<file path="src/hdl/espf_pkg.sv">
package espf_pkg;

	localparam int NUM_CHANNELS = 6;
	localparam int HEADER_LEN   = 2;
	localparam int PAIR_COUNT   = (NUM_CHANNELS + 1) / 2;
	localparam int PACKET_LEN   = 3 * PAIR_COUNT + HEADER_LEN;
	localparam int CH_W         = $clog2(NUM_CHANNELS);
	localparam int IDX_W        = $clog2(PACKET_LEN);
	localparam int ID_LEN       = 9;
	localparam int QDEPTH       = 2;
	localparam int QPTR_W       = $clog2(QDEPTH);

	localparam logic [2:0] AUX_SEL_ID = 3'd0;
	localparam logic [2:0] AUX_SEL_SW = 3'd4;
	localparam logic [7:0] SYNC_MASK  = 8'h80;

	typedef struct packed {
		logic [9:0] sample;
		logic       frame_start;
		logic [3:0] switches;
	} sample_req_t;

	typedef struct packed {
		logic [7:0] packet_byte;
		logic       last_byte;
	} byte_req_t;

	typedef logic [PACKET_LEN-1:0][7:0] packet_t;

	function automatic logic [7:0] id_char(input logic [3:0] pos);
		logic [7:0] c;
		unique case (pos)
			4'd0: c = 8'h6D;
			4'd1: c = 8'h45;
			4'd2: c = 8'h45;
			4'd3: c = 8'h47;
			4'd4: c = 8'h76;
			4'd5: c = 8'h31;
			4'd6: c = 8'h2E;
			4'd7: c = 8'h30;
			default: c = 8'h00;
		endcase
		return c;
	endfunction

endpackage

</file>
<file path="src/hdl/espf_front.sv">
module espf_front (
	input  logic                  clk,
	input  logic                  arst_n,
	input  espf_pkg::sample_req_t item,
	input  logic                  push,
	output logic                  full,
	output logic                  q_wr,
	output espf_pkg::packet_t     q_data,
	input  logic                  q_full
);
	import espf_pkg::*;

	logic [CH_W-1:0]                ch_q;
	logic [CH_W-1:0]                ch;
	logic [PAIR_COUNT-1:0][6:0]     lo_even_q, lo_even_d;
	logic [PAIR_COUNT-1:0][6:0]     lo_odd_q, lo_odd_d;
	logic [PAIR_COUNT-1:0][2:0]     hi_even_q, hi_even_d;
	logic [PAIR_COUNT-1:0][2:0]     hi_odd_q, hi_odd_d;
	logic [5:0]                     pkt_cnt_q;
	logic [3:0]                     id_pos_q, id_pos_d, pos, pos_inc;
	logic [7:0]                     aux;
	logic                           accept;
	logic                           complete;

	always_comb begin
		accept   = push && !q_full;
		full     = q_full;
		ch       = item.frame_start ? '0 : ch_q;
		complete = accept && (ch == CH_W'(NUM_CHANNELS - 1));

		// merge the incoming sample into its pair slot
		lo_even_d = lo_even_q;
		lo_odd_d  = lo_odd_q;
		hi_even_d = hi_even_q;
		hi_odd_d  = hi_odd_q;
		for (int p = 0; p < PAIR_COUNT; p++) begin
			if (ch == CH_W'(2 * p)) begin
				lo_even_d[p] = item.sample[6:0];
				hi_even_d[p] = item.sample[9:7];
			end
			if ((2 * p + 1 < NUM_CHANNELS) && (ch == CH_W'(2 * p + 1))) begin
				lo_odd_d[p] = item.sample[6:0];
				hi_odd_d[p] = item.sample[9:7];
			end
		end

		// aux byte: ID string, switches or zero
		pos      = (id_pos_q >= 4'(ID_LEN)) ? 4'd0 : id_pos_q;
		pos_inc  = pos + 4'd1;
		id_pos_d = id_pos_q;
		unique case (pkt_cnt_q[2:0])
			AUX_SEL_ID: begin
				aux      = id_char(pos);
				id_pos_d = ((aux == 8'h00) || (pos_inc >= 4'(ID_LEN))) ? 4'd0 : pos_inc;
			end
			AUX_SEL_SW: aux = {4'b0000, item.switches};
			default:    aux = 8'h00;
		endcase

		q_data[0] = {1'b0, pkt_cnt_q, aux[7]};
		q_data[1] = {1'b0, aux[6:0]};
		for (int p = 0; p < PAIR_COUNT; p++) begin
			q_data[HEADER_LEN + 3 * p] = {1'b0, lo_even_d[p]};
			if (2 * p + 1 < NUM_CHANNELS) begin
				q_data[HEADER_LEN + 3 * p + 1] = {1'b0, lo_odd_d[p]};
				q_data[HEADER_LEN + 3 * p + 2] = {1'b0, hi_even_d[p], 1'b0, hi_odd_d[p]};
			end else begin
				q_data[HEADER_LEN + 3 * p + 1] = 8'h00;
				q_data[HEADER_LEN + 3 * p + 2] = {1'b0, hi_even_d[p], 4'b0000};
			end
		end
		q_data[PACKET_LEN-1] = q_data[PACKET_LEN-1] | SYNC_MASK;
		q_wr = complete;
	end

	always_ff @(posedge clk or negedge arst_n) begin
		if (!arst_n) begin
			ch_q      <= '0;
			pkt_cnt_q <= '0;
			id_pos_q  <= '0;
		end else if (accept) begin
			ch_q <= complete ? '0 : ch + CH_W'(1);
			if (complete) begin
				pkt_cnt_q <= pkt_cnt_q + 6'd1;
				id_pos_q  <= id_pos_d;
			end
		end
	end

	always_ff @(posedge clk) begin
		if (accept) begin
			lo_even_q <= lo_even_d;
			lo_odd_q  <= lo_odd_d;
			hi_even_q <= hi_even_d;
			hi_odd_q  <= hi_odd_d;
		end
	end

endmodule

</file>
<file path="src/hdl/espf_queue.sv">
module espf_queue (
	input  logic              clk,
	input  logic              arst_n,
	input  logic              wr,
	input  espf_pkg::packet_t wdata,
	output logic              full,
	input  logic              rd,
	output espf_pkg::packet_t rdata,
	output logic              empty
);
	import espf_pkg::*;

	packet_t             mem_q [QDEPTH];
	logic [QPTR_W-1:0]   wr_ptr_q, rd_ptr_q;
	logic [QPTR_W:0]     count_q;

	always_comb begin
		full  = (count_q == (QPTR_W + 1)'(QDEPTH));
		empty = (count_q == '0);
		rdata = mem_q[rd_ptr_q];
	end

	always_ff @(posedge clk or negedge arst_n) begin
		if (!arst_n) begin
			wr_ptr_q <= '0;
			rd_ptr_q <= '0;
			count_q  <= '0;
		end else begin
			if (wr && !full)
				wr_ptr_q <= wr_ptr_q + QPTR_W'(1);
			if (rd && !empty)
				rd_ptr_q <= rd_ptr_q + QPTR_W'(1);
			unique case ({wr && !full, rd && !empty})
				2'b10:   count_q <= count_q + (QPTR_W + 1)'(1);
				2'b01:   count_q <= count_q - (QPTR_W + 1)'(1);
				default: count_q <= count_q;
			endcase
		end
	end

	always_ff @(posedge clk) begin
		if (wr && !full)
			mem_q[wr_ptr_q] <= wdata;
	end

endmodule

</file>
<file path="src/hdl/espf_back.sv">
module espf_back (
	input  logic                clk,
	input  logic                arst_n,
	input  espf_pkg::packet_t   head,
	input  logic                q_empty,
	output logic                q_rd,
	output espf_pkg::byte_req_t result,
	output logic                empty,
	input  logic                pop
);
	import espf_pkg::*;

	logic [IDX_W-1:0] idx_q;
	byte_req_t        out_q;
	logic             out_valid_q;
	logic             load;
	logic             last;

	always_comb begin
		load   = !q_empty && (!out_valid_q || pop);
		last   = (idx_q == IDX_W'(PACKET_LEN - 1));
		q_rd   = load && last;
		empty  = !out_valid_q;
		result = out_q;
	end

	always_ff @(posedge clk or negedge arst_n) begin
		if (!arst_n) begin
			idx_q       <= '0;
			out_valid_q <= 1'b0;
		end else begin
			if (load) begin
				out_valid_q <= 1'b1;
				idx_q       <= last ? '0 : idx_q + IDX_W'(1);
			end else if (pop) begin
				out_valid_q <= 1'b0;
			end
		end
	end

	always_ff @(posedge clk) begin
		if (load) begin
			out_q.packet_byte <= head[idx_q];
			out_q.last_byte   <= last;
		end
	end

endmodule

</file>
<file path="src/hdl/eeg_sample_packet_framer.sv">
// Sample packet framer. Push one 10-bit sample per request, channel 0 first;
// frame_start restarts the channel count. Once the last channel of a frame is
// taken, the block queues a complete packet (two header bytes holding the
// 6-bit packet counter and an aux byte, then three bytes per channel pair,
// sync bit set in the final byte) and pops it out one byte per request with
// last_byte marking the end. A sample request is taken in any cycle in which
// full is low; full is high only while the packet queue (two packets deep)
// holds two packets. The byte serializer delivers at most one byte per cycle, as
// pop takes them, and the front keeps taking samples while a packet drains,
// until the queue fills. A completed packet is written into the packet queue,
// and its first byte is then loaded into the registered output byte, from
// which it is popped.
module eeg_sample_packet_framer (
	input  logic                  clk,
	input  logic                  arst_n,
	input  espf_pkg::sample_req_t item,
	input  logic                  push,
	output logic                  full,
	output espf_pkg::byte_req_t   result,
	output logic                  empty,
	input  logic                  pop
);
	import espf_pkg::*;

	// front to queue
	logic    q_wr;
	packet_t q_wdata;
	logic    q_full;

	// queue to back
	logic    q_rd;
	packet_t q_head;
	logic    q_empty;

	// Front: track channel slots, build the header and assemble packets.
	espf_front u_front (
		.clk    (clk),
		.arst_n (arst_n),
		.item   (item),
		.push   (push),
		.full   (full),
		.q_wr   (q_wr),
		.q_data (q_wdata),
		.q_full (q_full)
	);

	// Hold finished packets so the front keeps taking samples while the
	// back is still draining bytes.
	espf_queue u_queue (
		.clk    (clk),
		.arst_n (arst_n),
		.wr     (q_wr),
		.wdata  (q_wdata),
		.full   (q_full),
		.rd     (q_rd),
		.rdata  (q_head),
		.empty  (q_empty)
	);

	// Back: serialize the head packet into a registered byte stream.
	espf_back u_back (
		.clk     (clk),
		.arst_n  (arst_n),
		.head    (q_head),
		.q_empty (q_empty),
		.q_rd    (q_rd),
		.result  (result),
		.empty   (empty),
		.pop     (pop)
	);

endmodule

</file>
<file path="config.mk">
export PLATFORM = sky130hd
export DESIGN_NAME = eeg_sample_packet_framer
export DESIGN_NICKNAME = d
export VERILOG_FILES = /design/src/hdl/espf_pkg.sv /design/src/hdl/espf_front.sv /design/src/hdl/espf_queue.sv /design/src/hdl/espf_back.sv /design/src/hdl/eeg_sample_packet_framer.sv
export SDC_FILE = /design/constraint.sdc
export NUM_CORES = 1
export LEC_CHECK = 0
export BUFFER_PORTS_ARGS = -buffer_cell sky130_fd_sc_hd__buf_2
export CAP_MARGIN = 5
export CORE_MARGIN = 2
export CORE_UTILIZATION = 45
export CTS_CLUSTER_SIZE = 16
export DETAILED_ROUTE_END_ITERATION = 16
export PLACE_DENSITY = 0.59
export SLEW_MARGIN = 20
export SYNTH_ARGS = -nofsm -noshare
export SYNTH_HDL_FRONTEND = slang
export SYNTH_SLANG_ARGS = --single-unit
</file>
<file path="constraint.sdc">
create_clock -name clk -period 5.75 [get_ports clk]
set_input_delay 0.2875 -clock clk [delete_from_list [all_inputs] [get_ports clk]]
set_output_delay 0.2875 -clock clk [all_outputs]
set_load 0.02 [all_outputs]
</file>
==> impl_metrics.env <==
export IMPL_mostFrequentLayoutCells="215 x edfxtp_1, 64 x nand2_1, 50 x mux2_2"
export IMPL_cts_buffers=25
export IMPL_drt_pass1_iterations=6
export IMPL_reg2regPathDepth=8
export IMPL_period_share_pct=57.8
export IMPL_power_uw=4850
export IMPL_area_growth_pct=11.8
export IMPL_cts_tree="done"
export IMPL_max_freq_mhz=301
export IMPL_rows=54
export IMPL_synth_area_um2=9830
export IMPL_power_density_nw_per_um2=441
export IMPL_dp_cells=854
export IMPL_p_leak_uw=0.00386
export IMPL_fin_cells=901
export IMPL_diodes=0
export IMPL_grt_pass1_wl_um=29400
export IMPL_hold_start="pop"
export IMPL_synth_area_per_cell_um2=17.5
export IMPL_synth_main_ff_cell="edfxtp_1"
export IMPL_worst_skew_pair_late_latency_ns=0.51
export IMPL_timing_rr_end="u_queue.mem_q[0][51]"
export IMPL_reg2reg_from="u_front.ch_q[0]"
export IMPL_met1_usage_pct=23.9
export IMPL_finalHoldViolCount=0
export IMPL_dr_first_iter_drc_count=260
export IMPL_max_slew_margin_pct=30.3
export IMPL_hp_class="in -> reg"
export IMPL_gp_congestion=0.781
export IMPL_core_um2=21600
export IMPL_ys_warnings_count=0
export IMPL_yosysSeqAreaShare_pct=71.3
export IMPL_setup_tns_ns=0
export IMPL_via_count=4946
export IMPL_io_buffers=29
export IMPL_synth_cell_types=47
export IMPL_antenna_found_initial=0
export IMPL_ant_nets=0
export IMPL_grt_pass1_vias=5101
export IMPL_top_usage_layer="met2"
export IMPL_min_period_ns=3.32
export IMPL_nets=635
export IMPL_post_route_drc_count=0
export IMPL_ctsResizeCount=0
export IMPL_wl_um=19400
export IMPL_crit_fanout=73
export IMPL_clock_sinks=237
export IMPL_via_per_inst=5.49
export IMPL_synth_seq_cells=237
export IMPL_met2_usage_pct=29.4
export IMPL_critPathCaptureType="flip-flop"
export IMPL_initial_core_util_pct=45.5
export IMPL_grt_overflow_total=0
export IMPL_use_met3_pct=2.10
export IMPL_setup_viol=0
export IMPL_arrival_ns=3.46
export IMPL_drive_above_1_share_pct=23.7
export IMPL_synth_edff_count=215
export IMPL_rsz0062_at_grt="false"
export IMPL_min_to="u_back.out_valid_q"
export IMPL_mappedNetlistNets=595
export IMPL_drt_wirelength_per_cell_um=21.5
export IMPL_worstMarginPinSlew_ns=1.05
export IMPL_drv_slew=0
export IMPL_path_clk_slew_ns=0.06
export IMPL_maxCapViolations=0
export IMPL_synthArstFlopShare_pct=9.28
export IMPL_dieHeight_um=152
export IMPL_grt_total_usage_pct=17.3
export IMPL_synth_cells=562
export IMPL_cts_htree_levels=1
export IMPL_ir_drop_mv=0.174
export IMPL_crit_type="reg -> reg"
export IMPL_hold_path_depth=3
export IMPL_clock_path_buffers=3
export IMPL_io_pins=30
export IMPL_cp_start_kind="flip-flop"
export IMPL_crit_required_ns=5.88
export IMPL_layout_commonest_cell="edfxtp_1"
export IMPL_outcome="finished clean"
export IMPL_die_area_um2=23000
export IMPL_grt_start_max_net_pins=74
export IMPL_fp_dieW_um=152
export IMPL_dp_final_hpwl_um=11500
export IMPL_ff2ff_setup_slack_ns=2.43
export IMPL_cts_root_buf="clkbuf_16"
export IMPL_finClkSkew_ns=0.0117
## cell families (layout without fill, tap and decap cells)
| kind of cell | count (synthesis) | count (layout) | synth area share, % |
|---|---|---|---|
| and+or+nand+nor | 125 | 125 | 6.06 |
| muxes | 94 | 94 | 14.7 |
| xor gates and xnor gates | 13 | 13 | 1.16 |
| DFF | 237 | 237 | 71.3 |
| AOI/OAI and AO/OA | 44 | 44 | 3.02 |
| adders and majority gates | 14 | 14 | 1.78 |
| buffers and inverters | 35 | 94 | 1.95 |
## what timing repair did
action,in CTS,in global routing
hold buffers,1,0
setup endpoints to repair,0,0
buffers inserted,0,0
endpoints found under the hold margin,22,0
## through the flow
stage / hold WS [ns] / utilization, % / cell area [µm²] / setup WS (ns)
final: 0.0655 / 50.8 / 11000 / 2.43
after global routing: 0.0933 / 50.8 / 11000 / 2.16
after CTS: 0.0696 / 50.8 / 11000 / 2.36
after detailed placement: 0.309 / 47.3 / 10200 / 2.22
after global placement: 0.300 / 47.3 / 10200 / 2.35
after floorplan: -0.00809 / - / 9830 / 0.744
## cells in the mapped netlist (all sizes together) (3+ instances only)
master	count	area (µm²)
mux4	32	762
and2	5	31.3
inv	11	41.3
nand2b	11	68.8
mux2i	10	100
buf	9	88.8
nand3	6	30.0
and3	3	18.8
o21bai	5	37.5
a21oi	3	15.0
nand4	3	18.8
edfxtp	215	6460
ha	14	175
o21ai	15	75.1
a22oi	5	37.5
nor2	14	52.6
nor2b	11	68.8
a32oi	5	43.8
xnor2	11	96.3
mux2	52	586
nand2	64	240
a22o	3	26.3
dfrtp	22	551
clkbuf	13	48.8
## critical path, cell delays in order (launching register included)
cell	delay [ns]
dfrtp_1	0.36
nand2b_1	0.11
inv_1	0.12
ha_1	0.20
and3b_1	0.58
and3_1	0.45
inv_1	0.18
nor2_4	0.10
buf_4	0.77
## power by group
group          switching [µW]  internal (µW)  total [µW]
Clock                     631            837        1470
Combinational             616            453        1070
Sequential                128           2180        2310
## state kept, by name, indices dropped and copies added, names as in the netlist
signal	flops
u_queue.rd_ptr_q	1
u_front.id_pos_q	4
u_back.result	9
u_queue.count_q	2
u_queue.mem_q	146
u_back.idx_q	4
u_front.pkt_cnt_q	6
u_front.ch_q	3
u_front.hi_odd_q	9
u_back.out_valid_q	1
u_front.lo_even_q	21
u_queue.wr_ptr_q	1
u_front.lo_odd_q	21
u_front.hi_even_q	9
## worst max-delay path by stage
stage,from,to,slack (ns),depth (start not counted)
after global placement,item[4],u_queue.mem_q[0][39],2.35,9
final,u_front.ch_q[0],u_queue.mem_q[0][51],2.43,8
after CTS,u_front.ch_q[0],u_queue.mem_q[0][61],2.36,8
after detailed placement,item[4],u_queue.mem_q[0][40],2.22,9
after global routing,u_front.ch_q[0],u_queue.mem_q[0][38],2.16,8
after floorplan,item[4],u_queue.mem_q[0][10],0.74,8
## layer usage
layer / share of wire, % / up-vias / routed length, µm
met1: 45 / 2558 / 8810
li1: - / 2262 / -
met4: 1.3 / 0 / 257
met3: 3.3 / 25 / 646
met2: 50 / 101 / 9680
met5: 0 / - / 0
## area by class of cell
cell class              instances  area [µm²]
repair buffers                 36         200
clock inverters                19         114
fillers                      1804       10600
well taps                     280         350
flip-flops and latches        237        7010
multi-input cells             290        2640
clock buffers                  27         633
inverters                      12        45.0
Note: power is estimated with default switching activity, not from simulation.
